`src/rtl/annexb_pkg.sv`:
```
// ----------------------------------------------------------------------------
// annexb_pkg
// Shared constants, types and codes of the avcC/hvcC to Annex B converter.
// ----------------------------------------------------------------------------
package annexb_pkg;

  localparam int SCAN_STARTS       = 4;
  localparam int HVCC_HEADER_BYTES = 22;
  localparam int AVCC_LEN_POS      = 4;
  localparam int WIN_BYTES         = SCAN_STARTS + 2;
  localparam int MAX_DATA          = (WIN_BYTES > 4) ? WIN_BYTES : 4;
  localparam int CNT_W             = $clog2(MAX_DATA + 2);
  localparam int POS_W             = 17;
  localparam logic [POS_W-1:0] CNT_MAX = {POS_W{1'b1}};

  localparam logic [1:0] MODE_AVC  = 2'd0;
  localparam logic [1:0] MODE_HEVC = 2'd1;
  localparam logic [1:0] MODE_COPY = 2'd2;

  localparam logic [7:0] RECORD_TAG = 8'h01;
  localparam logic [7:0] SPS_MASK   = 8'h1f;

  typedef enum logic [3:0] {
    PH_FIRST   = 4'd0,
    PH_HDR     = 4'd1,
    PH_COUNT   = 4'd2,
    PH_PPSCNT  = 4'd3,
    PH_LEN_HI  = 4'd4,
    PH_LEN_LO  = 4'd5,
    PH_PAYLOAD = 4'd6,
    PH_TYPE    = 4'd7,
    PH_NUM_HI  = 4'd8,
    PH_NUM_LO  = 4'd9,
    PH_DONE    = 4'd10,
    PH_SCAN    = 4'd11,
    PH_COPY    = 4'd12,
    PH_FAIL    = 4'd13
  } phase_e;

  typedef enum logic [1:0] {
    ST_OK    = 2'd0,
    ST_NOSC  = 2'd1,
    ST_SHORT = 2'd2,
    ST_TRUNC = 2'd3
  } status_e;

  // group of result words produced by one input word
  typedef struct packed {
    logic                       load;
    logic [MAX_DATA-1:0][7:0]   data;
    logic [CNT_W-1:0]           data_cnt;
    logic                       stat;
    logic [2:0]                 len_size;
    logic [POS_W-1:0]           size;
    status_e                    status;
  } bundle_t;

endpackage

```
`src/rtl/annexb_in_if.sv`:
```
// ----------------------------------------------------------------------------
// annexb_in_if
// Input channel: one extradata byte per word with a last flag.
// ----------------------------------------------------------------------------
interface annexb_in_if;
  logic       valid;
  logic       ready;
  logic [7:0] in_byte;
  logic       in_last;

  modport source (output valid, output in_byte, output in_last, input ready);
  modport sink   (input valid, input in_byte, input in_last, output ready);
endinterface

```
`src/rtl/annexb_out_if.sv`:
```
// ----------------------------------------------------------------------------
// annexb_out_if
// Output channel: Annex B bytes and the final status word.
// ----------------------------------------------------------------------------
interface annexb_out_if;
  import annexb_pkg::*;

  logic             valid;
  logic             ready;
  logic [7:0]       out_byte;
  logic             is_status;
  logic [POS_W-1:0] out_size;
  logic [2:0]       length_size;
  logic [1:0]       status;
  logic             last_of_run;

  modport source (output valid, output out_byte, output is_status, output out_size,
                  output length_size, output status, output last_of_run, input ready);
  modport sink   (input valid, input out_byte, input is_status, input out_size,
                  input length_size, input status, input last_of_run, output ready);
endinterface

```
`src/rtl/avcc_hvcc_to_annexb_converter.sv`:
```
// ----------------------------------------------------------------------------
// avcc_hvcc_to_annexb_converter
// Converts avcC/hvcC codec extradata to Annex B start-code form.
// ----------------------------------------------------------------------------
// The first result word of a byte appears in the cycle after the byte is accepted.
// Throughput, while the output is ready: one byte per cycle while each byte
//   yields at most one word; a byte with more words (start code, scan flush,
//   status) holds the input as the result register drains one word per cycle.
// Reset: asynchronous, clears parser state and result word count; mode is H.264.
module avcc_hvcc_to_annexb_converter (
  input  logic         clk_i,
  input  logic         rst_ni,
  input  logic         cfg_we_i,
  input  logic [1:0]   cfg_wdata_i,
  annexb_in_if.sink    in_i,
  annexb_out_if.source out_o
);
  import annexb_pkg::*;

  logic [1:0] mode_q, mode_d;
  logic       take;
  bundle_t    bnd;

  assign mode_d = cfg_we_i ? cfg_wdata_i : mode_q;

  always_ff @(posedge clk_i or negedge rst_ni) begin
    if (!rst_ni) begin
      mode_q <= MODE_AVC;
    end else begin
      mode_q <= mode_d;
    end
  end

  annexb_parser u_parser (
    .clk_i  (clk_i),
    .rst_ni (rst_ni),
    .mode_i (mode_q),
    .take_i (take),
    .in_i   (in_i),
    .bnd_o  (bnd)
  );

  annexb_serializer u_serializer (
    .clk_i  (clk_i),
    .rst_ni (rst_ni),
    .bnd_i  (bnd),
    .take_o (take),
    .out_o  (out_o)
  );

  a_hold_input: assert property (@(posedge clk_i) disable iff (!rst_ni)
    out_o.valid && !(out_o.ready && out_o.last_of_run) |-> !in_i.ready)
    else $error("input taken while result group pending");

  a_status_follows: assert property (@(posedge clk_i) disable iff (!rst_ni)
    in_i.valid && in_i.ready && in_i.in_last |=> out_o.valid)
    else $error("no result after final byte");

  a_status_word: assert property (@(posedge clk_i) disable iff (!rst_ni)
    out_o.valid && out_o.is_status |-> out_o.last_of_run && out_o.out_byte == 8'h00)
    else $error("status word malformed");

  a_len_range: assert property (@(posedge clk_i) disable iff (!rst_ni)
    out_o.valid |-> out_o.length_size >= 3'd1 && out_o.length_size <= 3'd4)
    else $error("length size out of range");

endmodule

```
`src/rtl/annexb_parser.sv`:
```
// ----------------------------------------------------------------------------
// annexb_parser
// Record parser: walks avcC/hvcC structure, scans for start codes and builds
// the group of result words for each accepted byte.
// ----------------------------------------------------------------------------
module annexb_parser (
  input  logic                clk_i,
  input  logic                rst_ni,
  input  logic [1:0]          mode_i,
  input  logic                take_i,
  annexb_in_if.sink           in_i,
  output annexb_pkg::bundle_t bnd_o
);
  import annexb_pkg::*;

  phase_e                   phase_q, phase_d, phase_nx;
  logic                     hevc_q, hevc_d;
  logic                     second_q, second_d;
  logic [POS_W-1:0]         pos_q, pos_d;
  logic [15:0]              list_q, list_d;
  logic [7:0]               array_q, array_d;
  logic [15:0]              payload_q, payload_d;
  logic [POS_W-1:0]         total_q, total_d;
  logic [2:0]               nal_len_q, nal_len_d, nal_len_nx;
  logic [WIN_BYTES-1:0][7:0] win_q, win_d, win_new;

  logic                     fire;
  logic [7:0]               in_b;
  logic                     hit;
  logic                     scan_emit;
  logic                     hdr_end;
  logic [15:0]              list_lo;
  logic [15:0]              pay_lo;
  logic [15:0]              pay_dec;
  logic                     copy_first;
  phase_e                   list_end_ph, nal_done_ph;
  logic [CNT_W-1:0]         cnt;
  logic [POS_W:0]           sum;
  logic [POS_W-1:0]         total_sat;

  assign in_i.ready = take_i;
  assign fire       = in_i.valid & take_i;
  assign in_b       = in_i.in_byte;

  assign hdr_end    = pos_q >= (hevc_q ? POS_W'(HVCC_HEADER_BYTES - 1) : POS_W'(AVCC_LEN_POS));
  assign list_lo    = {list_q[15:8], in_b};
  assign pay_lo     = {payload_q[15:8], in_b};
  assign pay_dec    = payload_q - 16'd1;
  assign copy_first = mode_i >= MODE_COPY;

  assign list_end_ph = hevc_q ? ((array_q != 8'd0) ? PH_TYPE : PH_DONE)
                              : (!second_q ? PH_PPSCNT : PH_DONE);
  assign nal_done_ph = (list_q != 16'd0) ? PH_LEN_HI : list_end_ph;

  always_comb begin
    for (int i = 0; i < WIN_BYTES; i++) begin
      win_new[i] = ((phase_q == PH_FIRST || phase_q == PH_SCAN) && pos_q == POS_W'(i))
                   ? in_b : win_q[i];
    end
    hit = 1'b0;
    for (int p = 2; p < WIN_BYTES; p++) begin
      if (pos_q == POS_W'(p) && win_new[p-2] == 8'h00 && win_new[p-1] == 8'h00 &&
          win_new[p] == 8'h01) begin
        hit = 1'b1;
      end
    end
  end

  assign scan_emit = (phase_q == PH_SCAN) && hit && !(pos_q == POS_W'(2) && in_i.in_last);

  // next state
  always_comb begin
    phase_nx = phase_q;
    case (phase_q)
      PH_FIRST: begin
        if (copy_first) phase_nx = PH_COPY;
        else if (in_b == RECORD_TAG) phase_nx = PH_HDR;
        else phase_nx = PH_SCAN;
      end
      PH_HDR:     if (hdr_end) phase_nx = PH_COUNT;
      PH_COUNT: begin
        if (hevc_q) phase_nx = (in_b == 8'd0) ? PH_DONE : PH_TYPE;
        else phase_nx = ((in_b & SPS_MASK) == 8'd0) ? PH_PPSCNT : PH_LEN_HI;
      end
      PH_PPSCNT:  phase_nx = (in_b == 8'd0) ? PH_DONE : PH_LEN_HI;
      PH_TYPE:    phase_nx = PH_NUM_HI;
      PH_NUM_HI:  phase_nx = PH_NUM_LO;
      PH_NUM_LO:  phase_nx = (list_lo == 16'd0) ? list_end_ph : PH_LEN_HI;
      PH_LEN_HI:  phase_nx = PH_LEN_LO;
      PH_LEN_LO:  phase_nx = (pay_lo == 16'd0) ? nal_done_ph : PH_PAYLOAD;
      PH_PAYLOAD: if (pay_dec == 16'd0) phase_nx = nal_done_ph;
      PH_SCAN: begin
        if (scan_emit) phase_nx = PH_COPY;
        else if (!hit && pos_q == POS_W'(SCAN_STARTS + 1)) phase_nx = PH_FAIL;
      end
      default: phase_nx = phase_q;
    endcase
    phase_d = phase_q;
    if (fire) phase_d = in_i.in_last ? PH_FIRST : phase_nx;
  end

  // datapath and result group
  always_comb begin
    hevc_d     = hevc_q;
    second_d   = second_q;
    list_d     = list_q;
    array_d    = array_q;
    payload_d  = payload_q;
    nal_len_nx = nal_len_q;
    cnt        = '0;
    bnd_o      = '0;
    case (phase_q)
      PH_FIRST: begin
        if (copy_first) begin
          cnt           = CNT_W'(1);
          bnd_o.data[0] = in_b;
        end else if (in_b == RECORD_TAG) begin
          hevc_d = (mode_i == MODE_HEVC);
        end
      end
      PH_HDR:     if (hdr_end) nal_len_nx = 3'(in_b[1:0]) + 3'd1;
      PH_COUNT: begin
        if (hevc_q) array_d = in_b;
        else list_d = 16'(in_b & SPS_MASK);
      end
      PH_PPSCNT: begin
        second_d = 1'b1;
        list_d   = 16'(in_b);
      end
      PH_TYPE:    array_d = array_q - 8'd1;
      PH_NUM_HI:  list_d = {in_b, 8'h00};
      PH_NUM_LO:  list_d = list_lo;
      PH_LEN_HI: begin
        payload_d = {in_b, 8'h00};
        list_d    = list_q - 16'd1;
      end
      PH_LEN_LO: begin
        payload_d     = pay_lo;
        cnt           = CNT_W'(4);
        bnd_o.data[3] = 8'h01;
      end
      PH_PAYLOAD: begin
        payload_d     = pay_dec;
        cnt           = CNT_W'(1);
        bnd_o.data[0] = in_b;
      end
      PH_SCAN: begin
        if (scan_emit) begin
          cnt = CNT_W'(pos_q + POS_W'(1));
          for (int i = 0; i < WIN_BYTES; i++) bnd_o.data[i] = win_new[i];
        end
      end
      PH_COPY: begin
        cnt           = CNT_W'(1);
        bnd_o.data[0] = in_b;
      end
      default: cnt = '0;
    endcase

    sum       = {1'b0, total_q} + (POS_W + 1)'(cnt);
    total_sat = (sum > {1'b0, CNT_MAX}) ? CNT_MAX : sum[POS_W-1:0];

    bnd_o.load     = fire;
    bnd_o.data_cnt = cnt;
    bnd_o.stat     = in_i.in_last;
    bnd_o.len_size = nal_len_nx;
    bnd_o.size     = total_sat;
    if (phase_nx == PH_COPY || phase_nx == PH_DONE) bnd_o.status = ST_OK;
    else if (phase_nx == PH_SCAN || phase_nx == PH_FAIL)
      bnd_o.status = (pos_q <= POS_W'(2)) ? ST_SHORT : ST_NOSC;
    else if (pos_q == '0) bnd_o.status = ST_SHORT;
    else bnd_o.status = ST_TRUNC;

    pos_d     = pos_q;
    total_d   = total_q;
    nal_len_d = nal_len_q;
    win_d     = win_q;
    if (fire) begin
      if (in_i.in_last) begin
        hevc_d    = 1'b0;
        second_d  = 1'b0;
        list_d    = '0;
        array_d   = '0;
        payload_d = '0;
        pos_d     = '0;
        total_d   = '0;
        nal_len_d = 3'd4;
        win_d     = '0;
      end else begin
        pos_d     = (pos_q == CNT_MAX) ? CNT_MAX : pos_q + POS_W'(1);
        total_d   = total_sat;
        nal_len_d = nal_len_nx;
        win_d     = win_new;
      end
    end else begin
      hevc_d    = hevc_q;
      second_d  = second_q;
      list_d    = list_q;
      array_d   = array_q;
      payload_d = payload_q;
    end
  end

  always_ff @(posedge clk_i or negedge rst_ni) begin
    if (!rst_ni) begin
      phase_q   <= PH_FIRST;
      hevc_q    <= 1'b0;
      second_q  <= 1'b0;
      pos_q     <= '0;
      list_q    <= '0;
      array_q   <= '0;
      payload_q <= '0;
      total_q   <= '0;
      nal_len_q <= 3'd4;
      win_q     <= '0;
    end else begin
      phase_q   <= phase_d;
      hevc_q    <= hevc_d;
      second_q  <= second_d;
      pos_q     <= pos_d;
      list_q    <= list_d;
      array_q   <= array_d;
      payload_q <= payload_d;
      total_q   <= total_d;
      nal_len_q <= nal_len_d;
      win_q     <= win_d;
    end
  end

endmodule

```
`src/rtl/annexb_serializer.sv`:
```
// ----------------------------------------------------------------------------
// annexb_serializer
// Result register: holds the word group of one input byte and hands it out
// one word per cycle while the output is ready.
// ----------------------------------------------------------------------------
module annexb_serializer (
  input  logic                clk_i,
  input  logic                rst_ni,
  input  annexb_pkg::bundle_t bnd_i,
  output logic                take_o,
  annexb_out_if.source        out_o
);
  import annexb_pkg::*;

  bundle_t          bnd_q;
  logic [CNT_W-1:0] idx_q, idx_d;
  logic [CNT_W-1:0] tot_q, tot_d;
  logic             last;
  logic             fire;
  logic             is_data;
  logic [7:0]       data_b;

  assign last    = (idx_q + CNT_W'(1)) == tot_q;
  assign fire    = out_o.valid & out_o.ready;
  assign take_o  = (idx_q == tot_q) || (fire && last);
  assign is_data = idx_q < bnd_q.data_cnt;

  always_comb begin
    data_b = 8'h00;
    for (int i = 0; i < MAX_DATA; i++) begin
      if (idx_q == CNT_W'(i)) data_b = bnd_q.data[i];
    end
  end

  always_comb begin
    idx_d = idx_q;
    tot_d = tot_q;
    if (bnd_i.load) begin
      idx_d = '0;
      tot_d = bnd_i.data_cnt + CNT_W'(bnd_i.stat);
    end else if (fire) begin
      idx_d = idx_q + CNT_W'(1);
    end
  end

  assign out_o.valid       = idx_q != tot_q;
  assign out_o.out_byte    = is_data ? data_b : 8'h00;
  assign out_o.is_status   = !is_data;
  assign out_o.out_size    = is_data ? '0 : bnd_q.size;
  assign out_o.length_size = bnd_q.len_size;
  assign out_o.status      = is_data ? ST_OK : bnd_q.status;
  assign out_o.last_of_run = last;

  always_ff @(posedge clk_i or negedge rst_ni) begin
    if (!rst_ni) begin
      idx_q <= '0;
      tot_q <= '0;
    end else begin
      idx_q <= idx_d;
      tot_q <= tot_d;
    end
  end

  always_ff @(posedge clk_i) begin
    if (bnd_i.load) bnd_q <= bnd_i;
  end

endmodule
```
`src/flat_wrapper.sv`:
```
// flat-port wrapper written by rule: the top's interface ports become plain ports
module avcc_hvcc_to_annexb_converter_flat import annexb_pkg::*;
  (clk_i, rst_ni, cfg_we_i, cfg_wdata_i, in_i_valid, in_i_in_byte, in_i_in_last, in_i_ready, out_o_valid, out_o_out_byte, out_o_is_status, out_o_out_size, out_o_length_size, out_o_status, out_o_last_of_run, out_o_ready);
  annexb_in_if in_i_i ();
  annexb_out_if out_o_i ();
  input  logic clk_i;
  input  logic rst_ni;
  input  logic cfg_we_i;
  input  logic [1:0] cfg_wdata_i;
  input wire logic [$bits(in_i_i.valid)-1:0] in_i_valid;
  input wire logic [$bits(in_i_i.in_byte)-1:0] in_i_in_byte;
  input wire logic [$bits(in_i_i.in_last)-1:0] in_i_in_last;
  output wire logic [$bits(in_i_i.ready)-1:0] in_i_ready;
  output wire logic [$bits(out_o_i.valid)-1:0] out_o_valid;
  output wire logic [$bits(out_o_i.out_byte)-1:0] out_o_out_byte;
  output wire logic [$bits(out_o_i.is_status)-1:0] out_o_is_status;
  output wire logic [$bits(out_o_i.out_size)-1:0] out_o_out_size;
  output wire logic [$bits(out_o_i.length_size)-1:0] out_o_length_size;
  output wire logic [$bits(out_o_i.status)-1:0] out_o_status;
  output wire logic [$bits(out_o_i.last_of_run)-1:0] out_o_last_of_run;
  input wire logic [$bits(out_o_i.ready)-1:0] out_o_ready;
  assign in_i_i.valid = in_i_valid;
  assign in_i_i.in_byte = in_i_in_byte;
  assign in_i_i.in_last = in_i_in_last;
  assign in_i_ready = in_i_i.ready;
  assign out_o_valid = out_o_i.valid;
  assign out_o_out_byte = out_o_i.out_byte;
  assign out_o_is_status = out_o_i.is_status;
  assign out_o_out_size = out_o_i.out_size;
  assign out_o_length_size = out_o_i.length_size;
  assign out_o_status = out_o_i.status;
  assign out_o_last_of_run = out_o_i.last_of_run;
  assign out_o_i.ready = out_o_ready;
  avcc_hvcc_to_annexb_converter u_core (.clk_i(clk_i), .rst_ni(rst_ni), .cfg_we_i(cfg_we_i), .cfg_wdata_i(cfg_wdata_i), .in_i(in_i_i), .out_o(out_o_i));
endmodule
```
`config.mk`:
```
export PLATFORM = sky130hd
export DESIGN_NAME = avcc_hvcc_to_annexb_converter_flat
export DESIGN_NICKNAME = d
export VERILOG_FILES = /design/src/rtl/annexb_pkg.sv /design/src/rtl/annexb_in_if.sv /design/src/rtl/annexb_out_if.sv /design/src/rtl/avcc_hvcc_to_annexb_converter.sv /design/src/rtl/annexb_parser.sv /design/src/rtl/annexb_serializer.sv /design/src/flat_wrapper.sv
export SDC_FILE = /design/constraint.sdc
export NUM_CORES = 1
export LEC_CHECK = 0
export ABC_AREA = 1
export BUFFER_PORTS_ARGS = -buffer_cell sky130_fd_sc_hd__buf_4
export CORE_ASPECT_RATIO = 0.75
export CORE_MARGIN = 2
export CORE_UTILIZATION = 40
export CTS_CLUSTER_DIAMETER = 120
export DETAILED_ROUTE_END_ITERATION = 8
export PLACE_DENSITY = 0.54
export REMOVE_ABC_BUFFERS = 1
export SKIP_LAST_GASP = 1
export SYNTH_ARGS = -nofsm -noshare
export SYNTH_HDL_FRONTEND = slang
export SYNTH_HIERARCHICAL = 1
export SYNTH_SLANG_ARGS = --single-unit
```
`constraint.sdc`:
```
create_clock -name clk_i -period 11.7 [get_ports clk_i]
set_input_delay 0.585 -clock clk_i [delete_from_list [all_inputs] [get_ports clk_i]]
set_output_delay 0.585 -clock clk_i [all_outputs]
set_load 0.01 [all_outputs]
```
==> After elaboration in Yosys (flattened, before gate mapping) <==
Cells that the tools add are included.
{ "totals": {"ff_bits": 212, "in_bits": 16, "output_inout_bits": 34, "elab_cells": 220} }
{ "op_classes": {"add_sub_neg": 8, "magnitude_cmp": 5, "eq_ne": 40, "muxes": 72, "bitwise_logic": 2, "reduce_logical": 63} }
{ "op_table": {"columns": ["cell", "n"], "rows": [
  ["8-bit two-way mux", 16],
  ["17-bit two-way mux", 5],
  ["16-bit case mux with 5 select lines", 1],
  ["4-bit two-way mux", 16],
  ["8-bit zero test", 7],
  ["16-bit zero test", 3],
  ["16-bit two-way mux", 3],
  ["48-bit two-way mux", 1],
  ["16-bit case mux with 3 select lines", 1],
  ["4-bit case mux with 11 select lines", 1],
  ["8-bit by 1-bit == test with 1-bit output, second input constant", 5],
  ["17-bit by 2-bit == test with 1-bit output, second input constant", 2],
  ["17-bit by 3-bit == test with 1-bit output, second input constant", 2],
  ["4-bit == test, second input constant", 8],
  ["32-bit two-way mux", 1],
  ["8-bit case mux with 2 select lines", 2],
  ["16-bit by 1-bit subtractor with 16-bit output, second input constant", 2],
  ["8-bit case mux with 3 select lines", 1],
  ["1-bit logical AND", 23],
  ["3-bit two-way mux", 7],
  ["17-bit by 3-bit adder with 18-bit output", 1],
  ["18-bit by 17-bit > comparator with 1-bit output, second input constant", 1],
  ["17-bit by 1-bit adder with 17-bit output, second input constant", 1],
  ["17-bit by 1-bit == test with 1-bit output, second input constant", 1],
  ["other kinds (41)", 79]
]} }

==> Depth between registers and ports, before layout <==
{ "depth": {"ltp_word": 20, "depth_mapped": 35, "depth_no_buf": 33} }

==> By module <==
Netlist, hierarchy kept.
{ "by_module_without_submodules": {"columns": ["mod", "n_inst", "cells_per_inst", "area_each_um2", "seq_area_each_um2"], "rows": [
  ["annexb_parser", 1, 1313, 9170.0, 3279.4],
  ["annexb_serializer", 1, 323, 3495.9, 2342.2],
  ["avcc_hvcc_to_annexb_converter", 1, 9, 76.3, 50.0]
]} }

==> Worst setup path before layout <==
OpenSTA, ideal clock, no wires.
{ "synth_path": {"kind": "register to register", "from": "reg u_core.u_parser.pos_q[1]", "to": "reg u_core/u_serializer/bnd_q[18] (netlist bit) (data pin)", "setup_ps": 278, "t_arrival_ps": 4131, "required_ps": 11422, "path_slack_ps": 7291, "path_stages_with_launch": 33, "n_path_buf": 2, "period_less_slack_ps": 4409, "path_cell_list": "dfrtp_1 inv_1 ha_1 inv_1 nor2_1 nand2_1 nor2_2 nand2_2 buf_6 o21ai_2 nand2_1 nor2_1 nand2_1 nor2_1 nand2_1 nand2_2 nand2_4 clkbuf_1 o21ai_0 ha_1 fa_1 nand2_1 a21oi_1 nand3_1 nor2_1 nand2_1 nor2_1 nand2_1 nor3_1 inv_1 nor3_1 or2_2 nand3_1"} }
{ "synth_rtl": {"columns": ["element", "line_no", "text"], "rows": [
  ["start: declaration", "annexb_parser.sv:19", "logic [POS_W-1:0] pos_q, pos_d;"],
  ["start signal: assignment", "annexb_parser.sv:220", "pos_q <= pos_d;"],
  ["end signal: assignment", "annexb_serializer.sv:65", "if (bnd_i.load) bnd_q <= bnd_i;"],
  ["end: declaration", "annexb_serializer.sv:15", "bundle_t bnd_q;"]
]} }

==> flow_metrics.py <==
metrics = {
    "outcome": {
        "outcome": "finished, final reports clean",
    },
    "flow_run": {
        "maxCapViolations": 0,
    },
    "yosys": {
        "syn_inst": 1645,
        "seq_area_frac_synth_pct": 44.5,
        "synth-edff-count": 73,
        "yosysTopAreaCellShare_pct": 27.1,
        "synth-main-ff-cell": "dfrtp_1",
        "async_flop_share_pct": 65.6,
        "synthTopCellsByArea": "dfrtp_1, edfxtp_1, nand2_1",
        "synth.most_common_cell": "nand2_1",
        "syn-cell-area_um2": 12700,
        "synth-warning-count": 6,
        "synth_seq_cells": 212,
        "synth_area_per_cell_um2": 7.75,
        "yosys.cell_types.count": 51,
        "synthTopCellsByCount": "nand2_1, inv_1, nor2_1, dfrtp_1, o21ai_0",
        "yosys.area.top_type": "dfrtp_1",
    },
    "timing": {
        "tns_ps": 0,
        "rsz0062_at_grt": "false",
        "final-max-slew-violation-count": 0,
        "worst_slew_pin_slew_ps": 1190,
        "holdWs_ps": 111,
        "setup_slack_ps": 5830,
        "final.min_clock_period_ps": 5870,
        "finalHoldViolCount": 0,
        "slew_headroom_pct": 20.5,
        "fmax_mhz": 170,
        "final.period_utilization_pct": 50.1,
        "skew_ps": 10.7,
        "setup_viol": 0,
    },
    "global_route": {
        "grt_max_degree": 80,
        "overflow": 0,
        "grt_pass1_wl_um": 59000,
        "track_usage_pct": 22.5,
        "grt_pass1_vias": 10230,
        "antenna_found_initial": 0,
    },
    "power_and_ir_drop": {
        "seq_power_share_pct": 29.9,
        "power_density_nw_per_um2": 290,
        "comb_power_share_pct": 51.3,
        "pwr-share-clk_pct": 18.7,
        "peakVddDrop_uv": 165,
        "power_mw": 4.09,
        "switchingPower_mw": 1.90,
        "switching_share_pct": 46.6,
        "leakagePower_nw": 6.54,
        "p_int_mw": 2.18,
    },
    "cts": {
        "clock_latency_ps": 530,
        "post-cts-setup-buffers": 0,
        "cts_root_buffer": "clkbuf_16",
        "cts_buffer_depth": 3,
        "numCtsBuffers": 25,
        "path_clk_slew_ps": 60,
        "cts_tree": "done",
        "clkSinkCount": 212,
        "hold_buffers": 0,
        "htree_levels": 1,
        "cts_resized": 0,
    },
    "setup_path": {
        "r2r-start": "u_core/u_parser/pos_q[15]$_DFFE_PN0P_",
        "crit_arrival_ps": 6230,
        "r2r_slack_ps": 5830,
        "r2r_cells": 29,
        "worst_setup_path_start_kind": "flop",
        "crit_path_frequent_cell": "nand2_1",
        "cp_num_buf_inv": 1,
        "critPathMaxFanout": 54,
        "cp_slowest_cell": "nor2_8",
        "path_delay_family": "simple AND/OR/NAND/NOR gates",
        "r2r_end": "u_core/u_parser/total_q[16]$_DFFE_PN0P_",
        "crit_required_ps": 12060,
        "crit_path_end_kind": "flop",
        "critPathMaxStageDelay_ps": 520,
        "path_class": "flop to flop",
    },
    "place": {
        "gp_congestion": 0.916,
        "dp_hpwl_um": 25500,
        "post-place-ws_ps": 5930,
        "placement.io_buffers": 49,
    },
    "finish": {
        "diodes": 0,
        "syn_to_final_growth_pct": 10.7,
        "drive_above_1_share_pct": 10.0,
        "fill_cells": 3099,
        "finalCoreUtilization_pct": 45.0,
        "finish.net_count": 1706,
    },
    "floorplan": {
        "fp.dieH_um": 159,
        "die_w_um": 210,
        "initial_core_util_pct": 40.7,
        "dieArea_um2": 33300,
        "ios": 50,
        "coreArea_um2": 31300,
        "num_rows": 56,
    },
    "routing": {
        "firstDrtPassIters": 5,
        "first_iter_violations": 1253,
        "wl_per_cell_um": 17.6,
        "drc": 0,
        "vias": 11124,
        "drt.antenna.violating_nets": 0,
        "wl_um": 36800,
        "viasPerCell": 5.33,
    },
    "min_path": {
        "hp-class": "input pin to async pin",
    },
}
## layer usage
| metal | part of all wire [%] | GRT usage [%] | up-vias |
|---|---|---|---|
| met5 | 0 | 0 | - |
| li1 | - | - | 5469 |
| met2 | 41 | 32.5 | 339 |
| met1 | 52 | 36.0 | 5283 |
| met4 | 1.1 | 3.17 | 0 |
| met3 | 6.1 | 3.20 | 33 |
## registers in the layout, summed over array words and instances, names as in the netlist
| signal | count |
|---|---|
| u_core/mode_q | 2 |
| u_core/u_parser/array_q | 8 |
| u_core/u_parser/hevc_q | 1 |
| u_core/u_parser/list_q | 16 |
| u_core/u_parser/nal_len_q | 3 |
| u_core/u_parser/payload_q | 16 |
| u_core/u_parser/phase_q | 4 |
| u_core/u_parser/pos_q | 17 |
| u_core/u_parser/second_q | 1 |
| u_core/u_parser/total_q | 17 |
| u_core/u_parser/win_q | 48 |
| u_core/u_serializer/bnd_q | 70 |
| u_core/u_serializer/idx_q | 3 |
| u_core/u_serializer/out_o.length_size | 3 |
| u_core/u_serializer/tot_q | 3 |
## how the worst max path moves through the flow
stage                                                        start                                       to  cells past startpoint
after floorplan           u_core/u_serializer/idx_q[2]$_DFFE_PN0P_   u_core/u_parser/list_q[14]$_DFFE_PN0P_                     12
after global placement       u_core/u_parser/pos_q[15]$_DFFE_PN0P_  u_core/u_parser/total_q[16]$_DFFE_PN0P_                     29
after detailed placement     u_core/u_parser/pos_q[15]$_DFFE_PN0P_  u_core/u_parser/total_q[16]$_DFFE_PN0P_                     29
after CTS                    u_core/u_parser/pos_q[15]$_DFFE_PN0P_  u_core/u_parser/total_q[16]$_DFFE_PN0P_                     29
after global routing         u_core/u_parser/pos_q[15]$_DFFE_PN0P_  u_core/u_parser/total_q[16]$_DFFE_PN0P_                     29
final                        u_core/u_parser/pos_q[15]$_DFFE_PN0P_  u_core/u_parser/total_q[16]$_DFFE_PN0P_                     29
## kinds of logic after synthesis
kind of cell / Yosys count / synth area share, %
multiplexers: 1 / 0.0884
adder cells (fa/ha/maj): 26 / 2.61
AND/OR/NAND/NOR: 752 / 26.6
XOR/XNOR: 35 / 2.41
buffers and inverters: 327 / 10.7
AO/OA/AOI/OAI: 292 / 13.1
flip-flops: 212 / 44.5
## metrics by stage
| stage | cells | instance area, µm² |
|---|---|---|
| 3_5_place_dp | 2043 | 13300 |
| 4_1_cts | 2088 | 14100 |
| 3_3_place_gp | 2043 | 13300 |
| 6_report | 2088 | 14100 |
| 5_1_grt | 2088 | 14100 |
| 2_1_floorplan | 1579 | 12400 |
## power groups by stage
stage	sequential, mW	clock [mW]	combinational [mW]
3_5_place_dp	1.23	0	2.07
5_1_grt	1.25	0.819	2.35
3_3_place_gp	1.23	0	2.07
2_1_floorplan	1.20	0	1.42
6_report	1.22	0.766	2.10
4_1_cts	1.22	0.782	2.08
## cell usage in the layout (no fill, tap or decap), types with 12 or more instances in the layout
master / count
nand2_1: 322
inv_1: 242
nor2_1: 194
dfrtp_1: 138
o21ai_0: 135
nand3_1: 113
o22ai_1: 79
edfxtp_1: 73
buf_4: 57
nand4_1: 48
a21oi_1: 35
xor2_1: 29
clkbuf_16: 25
ha_1: 25
nor3_1: 20
inv_2: 12
## cell type report
cell class / count / area [µm²] / share of cell area, %
clock buffer: 31 / 668 / 4.74
timing repair buffer: 58 / 439 / 3.11
sequential: 212 / 5670 / 40.2
multi-input combinational: 1106 / 5710 / 40.5
clock inverter: 14 / 121 / 0.861
inverter: 261 / 982 / 6.96
tap: 406 / 508 / 3.60
(Power assumes the default switching activity.)
